===== src/fir_pkg.sv =====
// Shared types, constants and helpers for the direct-form FIR filter.
package fir_pkg;

  localparam int MAX_TAPS_DEF    = 64;
  localparam int SAMPLE_BITS_DEF = 16;
  localparam int TAP_COUNT_W     = 7;
  localparam int COEF_INDEX_W    = 6;
  localparam int ACC_W           = 64;

  localparam logic [TAP_COUNT_W-1:0] TAP_COUNT_RST = TAP_COUNT_W'(1);

  localparam logic signed [ACC_W-1:0] ACC_MAX = {1'b0, {(ACC_W-1){1'b1}}};
  localparam logic signed [ACC_W-1:0] ACC_MIN = {1'b1, {(ACC_W-1){1'b0}}};

  typedef enum logic {
    OP_LOAD   = 1'b0,
    OP_FILTER = 1'b1
  } fir_op_e;

  typedef enum logic [1:0] {
    ST_IDLE,
    ST_MAC,
    ST_DRAIN,
    ST_FINISH
  } fir_state_e;

  typedef struct packed {
    logic start;   // take a sample word, set up a new sum
    logic load;    // take a coefficient word
    logic issue;   // read one tap pair into the MAC pipe
    logic finish;  // round the sum into the output register
  } fir_cmd_t;

  typedef struct packed {
    logic issue_done;
    logic pipe_empty;
    logic out_free;
  } fir_status_t;

  // Two's complement add that clips at the accumulator limits.
  function automatic logic signed [ACC_W-1:0] sat_add(input logic signed [ACC_W-1:0] a,
                                                      input logic signed [ACC_W-1:0] b);
    logic [ACC_W:0] s;
    s = {a[ACC_W-1], a} + {b[ACC_W-1], b};
    if (s[ACC_W] != s[ACC_W-1]) begin
      sat_add = s[ACC_W] ? ACC_MIN : ACC_MAX;
    end else begin
      sat_add = s[ACC_W-1:0];
    end
  endfunction

endpackage


===== src/fir_ctrl.sv =====
// Sequencer for the FIR filter: accepts words and steps the shared MAC.
module fir_ctrl (
  input  logic                 clk_i,
  input  logic                 rst_ni,
  input  logic                 in_valid_i,
  input  logic                 op_i,
  output logic                 in_stall_o,
  input  fir_pkg::fir_status_t status_i,
  output fir_pkg::fir_cmd_t    cmd_o
);
  import fir_pkg::*;

  fir_state_e state_q, state_d;

  always_ff @(posedge clk_i or negedge rst_ni) begin
    if (!rst_ni) begin
      state_q <= ST_IDLE;
    end else begin
      state_q <= state_d;
    end
  end

  always_comb begin
    state_d = state_q;
    case (state_q)
      ST_IDLE: begin
        if (in_valid_i && (op_i == OP_FILTER)) state_d = ST_MAC;
      end
      ST_MAC: begin
        if (status_i.issue_done) state_d = ST_DRAIN;
      end
      ST_DRAIN: begin
        if (status_i.pipe_empty) state_d = ST_FINISH;
      end
      ST_FINISH: begin
        if (status_i.out_free) state_d = ST_IDLE;
      end
      default: state_d = ST_IDLE;
    endcase
  end

  always_comb begin
    cmd_o      = '0;
    in_stall_o = 1'b1;
    case (state_q)
      ST_IDLE: begin
        in_stall_o = 1'b0;
        if (in_valid_i) begin
          if (op_i == OP_FILTER) cmd_o.start = 1'b1;
          else                   cmd_o.load  = 1'b1;
        end
      end
      ST_MAC: begin
        cmd_o.issue = !status_i.issue_done;
      end
      ST_DRAIN: begin
        cmd_o = '0;
      end
      ST_FINISH: begin
        cmd_o.finish = status_i.out_free;
      end
      default: begin
        cmd_o = '0;
      end
    endcase
  end

endmodule


===== src/fir_dpath.sv =====
// FIR datapath: tap and history memories, MAC pipe, rounding and output register.
module fir_dpath #(
  parameter int MAX_TAPS    = fir_pkg::MAX_TAPS_DEF,
  parameter int SAMPLE_BITS = fir_pkg::SAMPLE_BITS_DEF
) (
  input  logic                                  clk_i,
  input  logic                                  rst_ni,
  input  logic                                  cfg_we_i,
  input  logic [fir_pkg::TAP_COUNT_W-1:0]       cfg_wdata_i,
  input  logic [fir_pkg::COEF_INDEX_W-1:0]      coef_index_i,
  input  logic signed [SAMPLE_BITS-1:0]         coef_value_i,
  input  logic signed [SAMPLE_BITS-1:0]         sample_in_i,
  input  logic                                  first_of_signal_i,
  input  fir_pkg::fir_cmd_t                     cmd_i,
  output fir_pkg::fir_status_t                  status_o,
  output logic                                  out_valid_o,
  input  logic                                  out_stall_i,
  output logic signed [SAMPLE_BITS-1:0]         sample_out_o,
  output logic                                  saturated_o
);
  import fir_pkg::*;

  localparam int AW   = (MAX_TAPS > 1) ? $clog2(MAX_TAPS) : 1;
  localparam int CW   = $clog2(MAX_TAPS + 1);
  localparam int NW   = (CW > TAP_COUNT_W) ? CW : TAP_COUNT_W;
  localparam int FRAC = SAMPLE_BITS - 1;
  localparam int PW   = 2 * SAMPLE_BITS;

  localparam logic [AW-1:0] LAST_POS = AW'(MAX_TAPS - 1);
  localparam logic [CW-1:0] FILL_MAX = CW'(MAX_TAPS);

  localparam logic signed [ACC_W-1:0] HALF_LSB = ACC_W'(64'sd1 <<< (FRAC - 1));
  localparam logic signed [ACC_W-1:0] OUT_HI   = ACC_W'((64'sd1 <<< FRAC) - 64'sd1);
  localparam logic signed [ACC_W-1:0] OUT_LO   = -OUT_HI - ACC_W'(64'sd1);

  logic [TAP_COUNT_W-1:0]     tap_count_q;
  logic [CW-1:0]              fill_q, fill_d;
  logic [AW-1:0]              head_q, head_d;
  logic [CW-1:0]              n_q, n_d;
  logic [CW-1:0]              j_q;
  logic [AW-1:0]              pos_q;

  logic signed [SAMPLE_BITS-1:0] tap_mem  [MAX_TAPS];
  logic signed [SAMPLE_BITS-1:0] hist_mem [MAX_TAPS];
  logic signed [SAMPLE_BITS-1:0] tap_rd_q, hist_rd_q;
  logic                          rd_vld_q, prod_vld_q;
  logic signed [PW-1:0]          prod_q;
  logic signed [ACC_W-1:0]       acc_q;

  logic signed [ACC_W-1:0]       rnd;
  logic signed [ACC_W-1:0]       quo;
  logic signed [SAMPLE_BITS-1:0] res_d;
  logic                          sat_d;
  logic                          out_valid_q;
  logic signed [SAMPLE_BITS-1:0] sample_out_q;
  logic                          saturated_q;

  logic [NW-1:0] lim_a, lim_b;

  always_ff @(posedge clk_i or negedge rst_ni) begin
    if (!rst_ni) begin
      tap_count_q <= TAP_COUNT_RST;
    end else if (cfg_we_i) begin
      tap_count_q <= cfg_wdata_i;
    end
  end

  // History bookkeeping for the incoming sample
  always_comb begin
    head_d = (head_q == LAST_POS) ? '0 : head_q + AW'(1);
    if (first_of_signal_i) fill_d = CW'(1);
    else if (fill_q == FILL_MAX) fill_d = fill_q;
    else fill_d = fill_q + CW'(1);
    // active taps: min(tap_count, MAX_TAPS, fill)
    lim_a = (NW'(tap_count_q) > NW'(FILL_MAX)) ? NW'(FILL_MAX) : NW'(tap_count_q);
    lim_b = (lim_a > NW'(fill_d)) ? NW'(fill_d) : lim_a;
    n_d   = CW'(lim_b);
  end

  always_ff @(posedge clk_i or negedge rst_ni) begin
    if (!rst_ni) begin
      fill_q <= '0;
      head_q <= '0;
    end else if (cmd_i.start) begin
      fill_q <= fill_d;
      head_q <= head_d;
    end
  end

  always_ff @(posedge clk_i or negedge rst_ni) begin
    if (!rst_ni) begin
      n_q <= '0;
      j_q <= '0;
    end else if (cmd_i.start) begin
      n_q <= n_d;
      j_q <= '0;
    end else if (cmd_i.issue) begin
      j_q <= j_q + CW'(1);
    end
  end

  // Walk back through the history ring, newest sample first
  always_ff @(posedge clk_i) begin
    if (cmd_i.start) begin
      pos_q <= head_d;
    end else if (cmd_i.issue) begin
      pos_q <= (pos_q == '0) ? LAST_POS : pos_q - AW'(1);
    end
  end

  always_ff @(posedge clk_i) begin
    if (cmd_i.load && (32'(coef_index_i) < 32'(MAX_TAPS))) begin
      tap_mem[AW'(coef_index_i)] <= coef_value_i;
    end
    if (cmd_i.issue) begin
      tap_rd_q <= tap_mem[j_q[AW-1:0]];
    end
  end

  always_ff @(posedge clk_i) begin
    if (cmd_i.start) begin
      hist_mem[head_d] <= sample_in_i;
    end
    if (cmd_i.issue) begin
      hist_rd_q <= hist_mem[pos_q];
    end
  end

  always_ff @(posedge clk_i or negedge rst_ni) begin
    if (!rst_ni) begin
      rd_vld_q   <= 1'b0;
      prod_vld_q <= 1'b0;
    end else begin
      rd_vld_q   <= cmd_i.issue;
      prod_vld_q <= rd_vld_q;
    end
  end

  always_ff @(posedge clk_i) begin
    if (rd_vld_q) begin
      prod_q <= PW'(tap_rd_q) * PW'(hist_rd_q);
    end
  end

  always_ff @(posedge clk_i) begin
    if (cmd_i.start) begin
      acc_q <= '0;
    end else if (prod_vld_q) begin
      acc_q <= sat_add(acc_q, ACC_W'(prod_q));
    end
  end

  // Round half up, then clip to the output range
  always_comb begin
    rnd = sat_add(acc_q, HALF_LSB);
    quo = rnd >>> FRAC;
    if (quo > OUT_HI) begin
      res_d = OUT_HI[SAMPLE_BITS-1:0];
      sat_d = 1'b1;
    end else if (quo < OUT_LO) begin
      res_d = OUT_LO[SAMPLE_BITS-1:0];
      sat_d = 1'b1;
    end else begin
      res_d = quo[SAMPLE_BITS-1:0];
      sat_d = 1'b0;
    end
  end

  always_ff @(posedge clk_i or negedge rst_ni) begin
    if (!rst_ni) begin
      out_valid_q <= 1'b0;
    end else if (cmd_i.finish) begin
      out_valid_q <= 1'b1;
    end else if (!out_stall_i) begin
      out_valid_q <= 1'b0;
    end
  end

  always_ff @(posedge clk_i) begin
    if (cmd_i.finish) begin
      sample_out_q <= res_d;
      saturated_q  <= sat_d;
    end
  end

  assign status_o.issue_done = (j_q == n_q);
  assign status_o.pipe_empty = !rd_vld_q && !prod_vld_q;
  assign status_o.out_free   = !out_valid_q || !out_stall_i;

  assign out_valid_o  = out_valid_q;
  assign sample_out_o = sample_out_q;
  assign saturated_o  = saturated_q;

endmodule


===== src/fir_filter_direct_form.sv =====
// Direct-form FIR filter top level: one shared multiply-accumulate over the taps.
// Flow: an accepted sample word enters the history ring, the MAC steps over n taps, the pipe
//   drains, and the rounded sum is registered once the output is free; n = min(tap_count,
//   MAX_TAPS, samples since the first of the signal). The single MAC steps one tap a cycle.
// A sample word stalls the input until its result is registered, so an output stall holds it
//   too; coefficient words are taken one per cycle. The output register holds a result while
//   the next word is accepted. Reset: tap_count returns to 1 and the history empties at once;
//   coefficients are undefined until loaded.
module fir_filter_direct_form #(
  parameter int MAX_TAPS    = fir_pkg::MAX_TAPS_DEF,
  parameter int SAMPLE_BITS = fir_pkg::SAMPLE_BITS_DEF
) (
  input  logic                             clk_i,
  input  logic                             rst_ni,
  input  logic                             cfg_we_i,
  input  logic [fir_pkg::TAP_COUNT_W-1:0]  cfg_wdata_i,
  input  logic                             in_valid_i,
  output logic                             in_stall_o,
  input  logic                             op_i,
  input  logic [fir_pkg::COEF_INDEX_W-1:0] coef_index_i,
  input  logic signed [SAMPLE_BITS-1:0]    coef_value_i,
  input  logic signed [SAMPLE_BITS-1:0]    sample_in_i,
  input  logic                             first_of_signal_i,
  output logic                             out_valid_o,
  input  logic                             out_stall_i,
  output logic signed [SAMPLE_BITS-1:0]    sample_out_o,
  output logic                             saturated_o
);
  import fir_pkg::*;

  fir_cmd_t    cmd;
  fir_status_t status;

  fir_ctrl u_ctrl (
    .clk_i      (clk_i),
    .rst_ni     (rst_ni),
    .in_valid_i (in_valid_i),
    .op_i       (op_i),
    .in_stall_o (in_stall_o),
    .status_i   (status),
    .cmd_o      (cmd)
  );

  fir_dpath #(
    .MAX_TAPS    (MAX_TAPS),
    .SAMPLE_BITS (SAMPLE_BITS)
  ) u_dpath (
    .clk_i             (clk_i),
    .rst_ni            (rst_ni),
    .cfg_we_i          (cfg_we_i),
    .cfg_wdata_i       (cfg_wdata_i),
    .coef_index_i      (coef_index_i),
    .coef_value_i      (coef_value_i),
    .sample_in_i       (sample_in_i),
    .first_of_signal_i (first_of_signal_i),
    .cmd_i             (cmd),
    .status_o          (status),
    .out_valid_o       (out_valid_o),
    .out_stall_i       (out_stall_i),
    .sample_out_o      (sample_out_o),
    .saturated_o       (saturated_o)
  );

endmodule


===== config.mk =====
export PLATFORM = sky130hd
export DESIGN_NAME = fir_filter_direct_form
export DESIGN_NICKNAME = d
export VERILOG_FILES = /design/src/fir_pkg.sv /design/src/fir_ctrl.sv /design/src/fir_dpath.sv /design/src/fir_filter_direct_form.sv
export SDC_FILE = /design/constraint.sdc
export NUM_CORES = 2
export LEC_CHECK = 0
export BUFFER_PORTS_ARGS = -buffer_cell sky130_fd_sc_hd__clkbuf_2
export CAP_MARGIN = 5
export CORE_UTILIZATION = 60
export CTS_BUF_LIST = sky130_fd_sc_hd__clkbuf_4 sky130_fd_sc_hd__clkbuf_8
export CTS_CLUSTER_DIAMETER = 120
export CTS_CLUSTER_SIZE = 20
export DETAILED_ROUTE_END_ITERATION = 8
export PLACE_DENSITY = 0.83
export SLEW_MARGIN = 0
export SYNTH_ARGS = -nofsm -noshare
export SYNTH_HDL_FRONTEND = slang
export SYNTH_SLANG_ARGS = --single-unit

===== constraint.sdc =====
create_clock -name clk_i -period 6.58 [get_ports clk_i]
set_input_delay 1.645 -clock clk_i [delete_from_list [all_inputs] [get_ports clk_i]]
set_output_delay 1.645 -clock clk_i [all_outputs]
set_load 0.01 [all_outputs]

==> flow_summary.json <==
{
  "hold_class": "register to register",
  "drive_gt1_frac": 0.212,
  "hold_depth": 2,
  "hold_viol": 0,
  "cts.path.max_buffers": 3,
  "required_ns": 7.24,
  "clkSinkCount": 2238,
  "via_count": 53400,
  "slew_violations": 0,
  "r2r_setup_slack_ns": 0.22,
  "fin_nets": 6303,
  "crit_path_max_incr_delay_ns": 0.84,
  "rr_worst_depth": 22,
  "die_w_um": 412,
  "cts_root_buf": "clkbuf_8",
  "drt_iter0_drc": 7070,
  "setup.worst_path.start_class": "register",
  "cp_num_buf_inv": 2,
  "crit_family": "adder cells",
  "crit_chain": "and2_1, fa_1, fa_1, fa_1, fa_1, fa_1, inv_1, fa_1, inv_1, ha_1, a21oi_1, o21bai_1, a21o_1, a21o_1, a21oi_1, o21bai_1, a311oi_1, nor2_1, nor3_2, o21bai_1, a21oi_1, xnor2_1",
  "final.min_clock_period_ns": 6.36,
  "cp.arrival_ns": 7.02,
  "drc_errors": 0,
  "synth_seq_cells": 2238,
  "area_growth_syn_to_layout_pct": 6.34,
  "grt_setup_unrepaired": "true",
  "slowest_stage": "edfxtp_1",
  "cts-buffers-inserted": 131,
  "worstHoldStart": "u_dpath.n_q[1]$_DFFE_PN0P_",
  "maxCapViolations": 0,
  "syn_inst": 5672,
  "dr.pass1.iters": 6,
  "clock_latency_ns": 0.96,
  "ys.flop_type": "edfxtp_1",
  "synth_area_um2": 101000,
  "ios": 71,
  "grt_overflow": 0,
  "yosysWarnings": 0,
  "synth_top_cell_area_share": 0.634,
  "max_freq_mhz": 157,
  "wl_per_cell_um": 29.1,
  "slew-limit-headroom": 0.114,
  "fp.coreArea_um2": 167000,
  "skew_ns": 0.0701,
  "end_kind": "register",
  "die-area_um2": 170000,
  "async_flop_share": 0.0174,
  "yosysSeqAreaShare": 0.657,
  "hold_end": "u_dpath.n_q[1]$_DFFE_PN0P_",
  "crit_fanout": 16,
  "antenna_found_initial": 12,
  "grt_pass1_vias": 53500,
  "fin_tns_setup_ns": 0,
  "clkTransAtPathRegs_ns": 0.12,
  "synth_cell_type_count": 100,
  "grt_max_degree": 131,
  "grt_util_all_layers": 0.278,
  "start_util": 0.604,
  "setup-violations-final": 0,
  "crit_path_frequent_cell": "fa_1",
  "grt_pass1_wl_um": 345000,
  "avgSynthCellArea_um2": 17.8,
  "r2r-start": "u_dpath.hist_rd_q[14]$_DFFE_PP_",
  "ys_top_cells_by_count": "edfxtp_1 (2,135), mux4_2 (654), inv_1 (326)",
  "vias_per_cell": 6.60,
  "tritoncts": "done",
  "row_count": 150,
  "syn_nets": 6154,
  "final_antenna_net_count": 0,
  "gp_congestion": 0.905,
  "worstSetupPathType": "register to register",
  "yosysMostFrequentCell": "edfxtp_1",
  "hpwl_um": 151000,
  "finalCritPeriodShare": 0.966,
  "fillCellCount": 10700,
  "worstReg2RegEnd": "u_dpath.prod_q[31]$_DFFE_PP_",
  "status": "completed",
  "wirelength_um": 235000,
  "htree_levels": 4,
  "netlist_top_cells_area": "edfxtp_1 (63%), mux4_2 (15%), fa_1 (5.2%)",
  "worstMarginPinSlew_ns": 1.33,
  "die_h_um": 412,
  "yosys.area.top_type": "edfxtp_1",
  "port_buffers": 70,
  "synth_edf_count": 2135
}
-- worst reg2reg max path: cells and delay by family (launching register included) --
kind,cells,cell delay (ns)
AND/OR/NAND/NOR,3,0.56
flip-flops,1,0.84
XOR/XNOR,1,0.09
adder cells (fa/ha/maj),7,3.10
buffers and inverters,2,0.09
AO/OA/AOI/OAI,9,1.41
-- cell families after synthesis --
logic type,synth area share
adders and majority gates,0.0770
AOI/OAI and AO/OA,0.0354
muxes,0.149
and+or+nand+nor,0.0431
xor gates and xnor gates,0.0140
DFF,0.657
buffers and inverters,0.0245
-- how the worst max path moves through the flow --
| stage | to | slack, ns | cells after the start | from |
|---|---|---|---|---|
| floorplan | u_dpath.prod_q[31]$_DFFE_PP_ | 0.27 | 23 | u_dpath.tap_rd_q[15]$_DFFE_PP_ |
| global placement | u_dpath.prod_q[30]$_DFFE_PP_ | 0.10 | 21 | u_dpath.hist_rd_q[4]$_DFFE_PP_ |
| detailed placement | u_dpath.prod_q[30]$_DFFE_PP_ | 0.09 | 21 | u_dpath.hist_rd_q[4]$_DFFE_PP_ |
| CTS | u_dpath.prod_q[30]$_DFFE_PP_ | 0.06 | 21 | u_dpath.hist_rd_q[4]$_DFFE_PP_ |
| global route | u_dpath.prod_q[30]$_DFFE_PP_ | -0.08 | 25 | u_dpath.hist_rd_q[4]$_DFFE_PP_ |
| finish | u_dpath.prod_q[31]$_DFFE_PP_ | 0.22 | 22 | u_dpath.hist_rd_q[14]$_DFFE_PP_ |
-- registers in the layout, indices dropped and copies added (netlist names), 2 cells and up --
| register | count |
|---|---|
| u_dpath.hist_mem | 1024 |
| u_dpath.tap_mem | 1024 |
| u_dpath.acc_q | 64 |
| u_dpath.prod_q | 32 |
| u_dpath.hist_rd_q | 16 |
| u_dpath.sample_out_o | 16 |
| u_dpath.tap_rd_q | 16 |
| u_dpath.fill_q | 7 |
| u_dpath.j_q | 7 |
| u_dpath.n_q | 7 |
| u_dpath.tap_count_q | 7 |
| u_dpath.head_q | 6 |
| u_dpath.pos_q | 6 |
| u_ctrl.state_q | 2 |
-- final cells by class --
type / instances / area, um^2 / share of cell area
Sequential cell: 2238 / 66400 / 0.618
Clock buffer: 175 / 2150 / 0.0200
Antenna cell: 6 / 15.0 / 0.000140
Tap cell: 2204 / 2760 / 0.0257
Inverter: 326 / 1220 / 0.0114
Timing Repair Buffer: 316 / 2440 / 0.0227
Clock inverter: 16 / 174 / 0.00162
Multi-Input combinational cell: 2808 / 32300 / 0.301
-- layer usage --
layer	global-route usage	vias to the layer above	share of wire
met1	0.382	27500	0.37
met4	0.0941	10	0.034
met2	0.451	3225	0.49
met5	0	-	0.00029
li1	-	22200	-
met3	0.0559	420	0.10
-- layout by cell type (no fill, tap or decap), drive strengths merged, types with 18 or more instances in the layout --
master | Yosys | routed
a21o | 51 | 51
a21oi | 198 | 198
a31oi | 21 | 21
and2 | 132 | 132
buf | 88 | 249
clkbuf | 210 | 242
dfrtp | 38 | 38
dfxtp | 64 | 64
edfxtp | 2135 | 2135
fa | 263 | 263
ha | 167 | 167
inv | 326 | 331
maj3 | 43 | 43
mux2i | 20 | 20
mux4 | 654 | 654
nand2 | 250 | 250
nand2b | 25 | 25
nand3 | 60 | 60
nand4 | 26 | 26
nor2 | 263 | 263
nor2b | 23 | 23
nor3 | 41 | 41
o21ai | 179 | 179
o21bai | 18 | 18
xnor2 | 115 | 115
xor2 | 46 | 46
-- through the flow --
step | utilization | hold slack, ns | cell area (um^2) | setup WS, ns | std cells
after global placement | 0.626 | 0.485 | 105000 | 0.103 | 7866
after detailed placement | 0.626 | 0.494 | 105000 | 0.0880 | 7866
after CTS | 0.640 | 0.518 | 107000 | 0.0639 | 8057
after floorplan | - | 0.458 | 101000 | 0.274 | 5672
final | 0.643 | 0.520 | 107000 | 0.223 | 8089
after global routing | 0.643 | 0.546 | 107000 | -0.0756 | 8086
-- what timing repair did --
item | CTS | global route
hold buffers | 0 | 0
buffers inserted | 0 | 20
endpoints found under the setup margin | 0 | 6
resized for setup | 0 | 17
Power is not shown: default switching activity piles up to over one toggle a cycle in this logic, so the estimate is an artifact.
